<file path="src/rtl/sd_pkg.sv">
// ----------------------------------------------------------------------------
// sd_pkg
// Types, constants and the arctangent table for the similarity decomposer.
// ----------------------------------------------------------------------------
package sd_pkg;

  localparam int ITERATIONS = 16;
  localparam int MAX_STEPS  = 24;
  localparam int STEPS      = (ITERATIONS < 1) ? 1 :
                              (ITERATIONS > MAX_STEPS) ? MAX_STEPS : ITERATIONS;
  localparam int SHIFT_W    = $clog2(MAX_STEPS);
  localparam int GUARD_BITS = 8;
  localparam int XW         = 35;
  localparam int HALF_W     = 17;
  localparam int K_W        = 30;
  localparam int PP_W       = HALF_W + K_W;
  localparam int SUM_W      = 64;
  localparam int SCALE_SH   = 30 + GUARD_BITS;
  localparam int MAG_W      = SUM_W - SCALE_SH;

  localparam logic [63:0] KINF_Q30 = 64'd652032874;
  localparam logic [63:0] KINF_2_3 = 64'd434688582;
  localparam logic [63:0] GAIN_K64 =
    KINF_Q30 + ((KINF_2_3 + (64'd1 << (2 * STEPS - 1))) >> (2 * STEPS));
  localparam logic [K_W-1:0] GAIN_K = GAIN_K64[K_W-1:0];

  localparam logic [SUM_W-1:0] ROUND_C   = SUM_W'(64'd1 << (SCALE_SH - 1));
  localparam logic [MAG_W-1:0] POS_LIMIT = MAG_W'(8388607);
  localparam logic [MAG_W-1:0] NEG_LIMIT = MAG_W'(8388608);
  localparam logic [31:0]      HALF_TURN = 32'h8000_0000;
  localparam logic [31:0]      ANG_RND   = 32'h0000_8000;

  typedef struct packed {
    logic signed [23:0] cos_term;
    logic signed [23:0] sin_term;
    logic signed [31:0] shift_x;
    logic signed [31:0] shift_y;
  } in_item_t;

  typedef struct packed {
    logic signed [31:0] out_shift_x;
    logic signed [31:0] out_shift_y;
    logic signed [15:0] angle;
    logic signed [23:0] scale_value;
    logic               saturated;
  } out_item_t;

  typedef struct packed {
    logic               zero;
    logic               neg;
    logic signed [XW-1:0] x;
    logic signed [XW-1:0] y;
    logic [31:0]        z;
    logic signed [31:0] sx;
    logic signed [31:0] sy;
  } cordic_t;

  function automatic logic [31:0] atan_lut(input logic [SHIFT_W-1:0] idx);
    logic [31:0] v;
    case (idx)
      5'd0:    v = 32'd536870912;
      5'd1:    v = 32'd316933406;
      5'd2:    v = 32'd167458907;
      5'd3:    v = 32'd85004756;
      5'd4:    v = 32'd42667331;
      5'd5:    v = 32'd21354465;
      5'd6:    v = 32'd10679838;
      5'd7:    v = 32'd5340245;
      5'd8:    v = 32'd2670163;
      5'd9:    v = 32'd1335087;
      5'd10:   v = 32'd667544;
      5'd11:   v = 32'd333772;
      5'd12:   v = 32'd166886;
      5'd13:   v = 32'd83443;
      5'd14:   v = 32'd41722;
      5'd15:   v = 32'd20861;
      5'd16:   v = 32'd10430;
      5'd17:   v = 32'd5215;
      5'd18:   v = 32'd2608;
      5'd19:   v = 32'd1304;
      5'd20:   v = 32'd652;
      5'd21:   v = 32'd326;
      5'd22:   v = 32'd163;
      5'd23:   v = 32'd81;
      default: v = 32'd0;
    endcase
    return v;
  endfunction

endpackage

</file>
<file path="src/rtl/sd_cell.sv">
// ----------------------------------------------------------------------------
// sd_cell
// One CORDIC vectoring micro-rotation, registered, passing its item on.
// ----------------------------------------------------------------------------
module sd_cell
  import sd_pkg::*;
(
  input  logic               clk,
  input  logic               rst_n,
  input  logic               en,
  input  logic [SHIFT_W-1:0] shift,
  input  logic [31:0]        atan_val,
  input  logic               in_vld,
  input  cordic_t            in_d,
  output logic               out_vld,
  output cordic_t            out_d
);

  logic    vld_r;
  cordic_t d_r;
  cordic_t d_nxt;
  logic signed [XW-1:0] dx;
  logic signed [XW-1:0] dy;

  always_comb begin
    dx    = in_d.y >>> shift;
    dy    = in_d.x >>> shift;
    d_nxt = in_d;
    if (!in_d.y[XW-1]) begin
      d_nxt.x = in_d.x + dx;
      d_nxt.y = in_d.y - dy;
      d_nxt.z = in_d.z + atan_val;
    end else begin
      d_nxt.x = in_d.x - dx;
      d_nxt.y = in_d.y + dy;
      d_nxt.z = in_d.z - atan_val;
    end
  end

  always_ff @(posedge clk) begin
    if (!rst_n) begin
      vld_r <= 1'b0;
    end else if (en) begin
      vld_r <= in_vld;
    end
  end

  always_ff @(posedge clk) begin
    if (en) begin
      d_r <= d_nxt;
    end
  end

  assign out_vld = vld_r;
  assign out_d   = d_r;

endmodule

</file>
<file path="config.mk">
export PLATFORM = sky130hd
export DESIGN_NAME = sd_cell
export DESIGN_NICKNAME = d
export VERILOG_FILES = /design/src/rtl/sd_pkg.sv /design/src/rtl/sd_cell.sv
export SDC_FILE = /design/constraint.sdc
export NUM_CORES = 1
export LEC_CHECK = 0
export ABC_AREA = 1
export BUFFER_PORTS_ARGS = -buffer_cell sky130_fd_sc_hd__buf_2
export CORE_AREA = 2 2 208 292
export CTS_BUF_LIST = sky130_fd_sc_hd__clkbuf_4 sky130_fd_sc_hd__clkbuf_8
export CTS_CLUSTER_DIAMETER = 150
export CTS_CLUSTER_SIZE = 40
export DETAILED_ROUTE_END_ITERATION = 10
export DIE_AREA = 0 0 210 294
export GPL_TIMING_DRIVEN = 0
export MAX_ROUTING_LAYER = met4
export SLEW_MARGIN = 20
export SYNTH_ARGS = -nofsm -noshare
export SYNTH_HDL_FRONTEND = slang
export SYNTH_SLANG_ARGS = --single-unit
</file>
<file path="constraint.sdc">
create_clock -name clk -period 4.5 [get_ports clk]
set_input_delay 0.45 -clock clk [delete_from_list [all_inputs] [get_ports clk]]
set_output_delay 0.45 -clock clk [all_outputs]
set_load 0.01 [all_outputs]
</file>
; ---- Yosys cells after proc, flatten, opt, wreduce, memory -nomap -nowiden
; Index checks and enable logic that the tools add are counted.
[classes]
addsub = 6
n_mux = 1
shift = 2
[ops]
columns = operator, n
row1 = $mux 102, 1
row2 = $add 35x35->35, 2
row3 = $sshr 35x5->35, 2
row4 = $sub 35x35->35, 2
row5 = $add 32x32->32, 1
row6 = $sub 32x32->32, 1
[word_totals]
inputBits = 209
output_inout_bits = 169
reg_bits = 169

; ---- Depth between registers and ports, before layout
[logic_depth]
depth_word = 3
mapped_depth = 34
ltp_nobuf = 31

; ---- Worst setup path after synthesis
; Ideal clock, no wire load.
[synth_path]
path_kind = in2reg
start = input shift[2]
end = register d_r, in the netlist out_d[121] (data pin)
required_ns = 4.242
arrival_time_ns = 3.776
path_stages = 26
n_path_buf = 3
slack_ns = 0.465
cell_sequence = buf_2 -> inv_2 -> buf_2 -> buf_2 -> nand3_1 -> nand2_1 -> nand2_1 -> nand3_1 -> nand2_1 -> ha_1 -> nand3_1 -> nor2_1 -> nand2_2 -> nand2_1 -> o21ai_0 -> xor2_1 -> inv_1 -> ha_1 -> nand2_1 -> nor2_1 -> inv_1 -> o21ai_0 -> a21oi_1 -> o21ai_0 -> a31oi_1 -> xnor2_1
[synth_lines]
columns = element, line_no
row1 = from (decl), sd_cell.sv:11  ; input logic [SHIFT_W-1:0] shift,
row2 = to (signal assigned), sd_cell.sv:50  ; d_r <= d_nxt;
row3 = to (decl), sd_cell.sv:20  ; cordic_t d_r;

==> out/qor.yml <==
status:
  status: "completed"
die:
  rows: 106
  die_x_um: 210
  core_sq_mm: 0.0593
  die_y_um: 294
  io_pins: 378
  initial_core_util: 0.298
  die_area_sq_mm: 0.0617
logic_synthesis:
  synth_area_sq_mm: 0.0176
  syn_avg_cell_area_sq_um: 6.80
  ys.flop_type: "edfxtp_1"
  seq_area_frac_synth: 0.287
  async_flop_share: 0
  netlist_instances: 2596
  syn-num-nets: 2911
  synth_edf_count: 168
  ys_warn_count: 0
  synth_seq_cells: 169
  synthDistinctLibCells: 47
global_route:
  grt_max_degree: 101
  grtUsageMet1: 0.302
  grt_pass1_vias: 19200
  antenna_found_initial: 4
  top_usage_layer: "met2"
  grt_first_pass_wirelength_um: 118000
  grt_overflow: 0
  grt_use_total: 0.266
  grt_use_met3: 0.0395
  globalRouteMet2Util: 0.431
power:
  intPower_mw: 3.65
  switching_share: 0.440
  power_frac_comb: 0.503
  switching_power_mw: 2.86
  leakage_nw: 10.4
  seqPwrFrac: 0.339
  power_density_mw_per_mm2: 306
  p_clk_frac: 0.158
  power_mw: 6.51
  ir_drop_uv: 212
setup_path:
  crit_required_ns: 4.83
  startpoint_type: "input port"
  path_class: "input port to flop"
  slowest_delay_ns: 0.36
  worst-path-max-fanout: 10
  cp_common_cell: "nand2_1"
  endpoint_kind: "flop"
  cp_slowest_cell: "buf_2"
  crit_arrival_ns: 4.66
sta:
  whs_ns: 0.0800
  finalHoldViolCount: 0
  tns_ns: 0
  setup_violations: 0
  drv_slew: 0
  rsz0062_at_grt: "yes"
  tightest_slew_ns: 0.957
  skew_ns: 0
  relSlewSlack: 0.362
  fin_crit_ns: 4.33
  fmax_mhz: 231
  min_period_over_period: 0.963
clock_tree:
  cts_num_sinks: 169
  htreeDepth: 4
  cts_hold_buf: 0
  cts.clk_slew.worst_paths_ns: 0.12
  clockRootBuffer: "clkbuf_8"
  worstSkewPairLatency_ns: 0.53
  cts_tree: "built"
  cts_buffers: 17
  clk_path_buf_depth: 2
detailed_routing:
  route.detailed.drc: 0
  ant_nets: 0
  wire_per_inst_um: 21.7
  wl_um: 82000
  num_vias: 20000
  first_pass_iters: 8
  drtIter0Drc: 1747
  via_per_inst: 5.31
placement:
  dpl.hpwl_um: 67400
  dp_cells: 3726
  numPortBuffers: 373
  gp_congestion: 1.02
final_layout:
  final_common_cell: "nand2_1"
  layout_common_cells: "764 x nand2_1, 462 x nand3_1, 401 x buf_2"
  area_growth_pct: 20.6
  layout-drive-gt1-share: 0.208
  final_net_count: 3310
  fin_util: 0.359
  stdcell_count: 3770
  fillers: 6502
min_path:
  min-delay-path-class: "input port to flop"
flow_run:
  cap_viol_max_count: 0
[worst max-delay path: cells and delay by family]
family	cells	cell delay [ns]
compound gates	5	1.02
simple gates	13	1.51
buf+inv	6	0.98
fa+ha+maj	2	0.50
xor+xnor	1	0.18
[area by class of cell]
| class | instances | area (sq um) | area share |
|---|---|---|---|
| multi-input cells | 2126 | 11600 | 0.547 |
| flip-flops and latches | 169 | 5060 | 0.238 |
| repair buffers | 381 | 1960 | 0.0920 |
| well taps | 756 | 946 | 0.0444 |
| inverters | 210 | 792 | 0.0372 |
| plain buffers | 90 | 529 | 0.0249 |
| clock buffers | 18 | 241 | 0.0113 |
| clock inverters | 14 | 103 | 0.00482 |
| diodes | 6 | 15.0 | 0.000706 |
[kinds of logic after synthesis]
kind of cell	Yosys count	share of synthesized area
and+or+nand+nor	1553	0.390
AOI/OAI and AO/OA	309	0.0979
buffers and inverters	301	0.0698
DFF	169	0.287
xor gates and xnor gates	158	0.0784
adders and majority gates	106	0.0764
[through the flow]
step                      setup WS, ns  instance area [sq um]
final                            0.168                  21300
after global routing           -0.0694                  21300
after CTS                     0.000969                  20900
after detailed placement         -1.52                  20500
after global placement           -1.85                  20500
after floorplan                  0.465                  17600
[power by group through the flow]
stage | sequential, mW | clock [mW] | combinational, mW
final | 2.21 | 1.03 | 3.27
after global routing | 2.24 | 1.12 | 3.59
after CTS | 2.22 | 1.08 | 3.17
after detailed placement | 2.25 | 0 | 3.15
after global placement | 2.26 | 0 | 3.15
after floorplan | 2.41 | 0 | 1.83
[cell usage after synthesis, types with 20 or more instances]
master,count,area (sq um)
nand3_1,467,2340
xor2_1,111,972
ha_1,103,1290
a21oi_1,131,656
inv_1,200,751
xnor2_1,47,412
nand3_2,24,240
nor2_1,177,664
clkbuf_1,31,116
nor3_1,20,100
nand2_1,768,2880
buf_2,34,170
a31oi_1,29,181
edfxtp_1,168,5040
nand2_2,24,150
o21ai_0,88,440
[state kept, by name, summed over array words and instances (netlist names)]
register and flops:
out_vld 1, out_d 168
[final timing paths]
kind	start	end	slack, ns	depth (start not counted)
worst max-delay path	shift[3]	out_d[129]$_DFFE_PP_	0.17	27
worst min-delay path	in_d[55]	out_d[55]$_DFFE_PP_	0.08	1
worst max register to register	out_vld$_SDFFE_PN0P_	out_vld$_SDFFE_PN0P_	3.86	2
worst min register to register	out_vld$_SDFFE_PN0P_	out_vld$_SDFFE_PN0P_	0.54	2
[per-layer routing]
layer	share of wire	vias to the layer above
li1	-	9617
met1	0.39	9224
met2	0.46	943
met3	0.071	219
met4	0.084	0
met5	0	-
[repair_timing]
item / 4_1_cts / 5_1_grt
hold endpoints to repair: 0 / 0
pin swaps: 0 / 11
endpoints found under the setup margin: 68 / 37
setup buffers: 0 / 7
resized for setup: 24 / 117
Note: power is estimated with default switching activity, not from simulation.
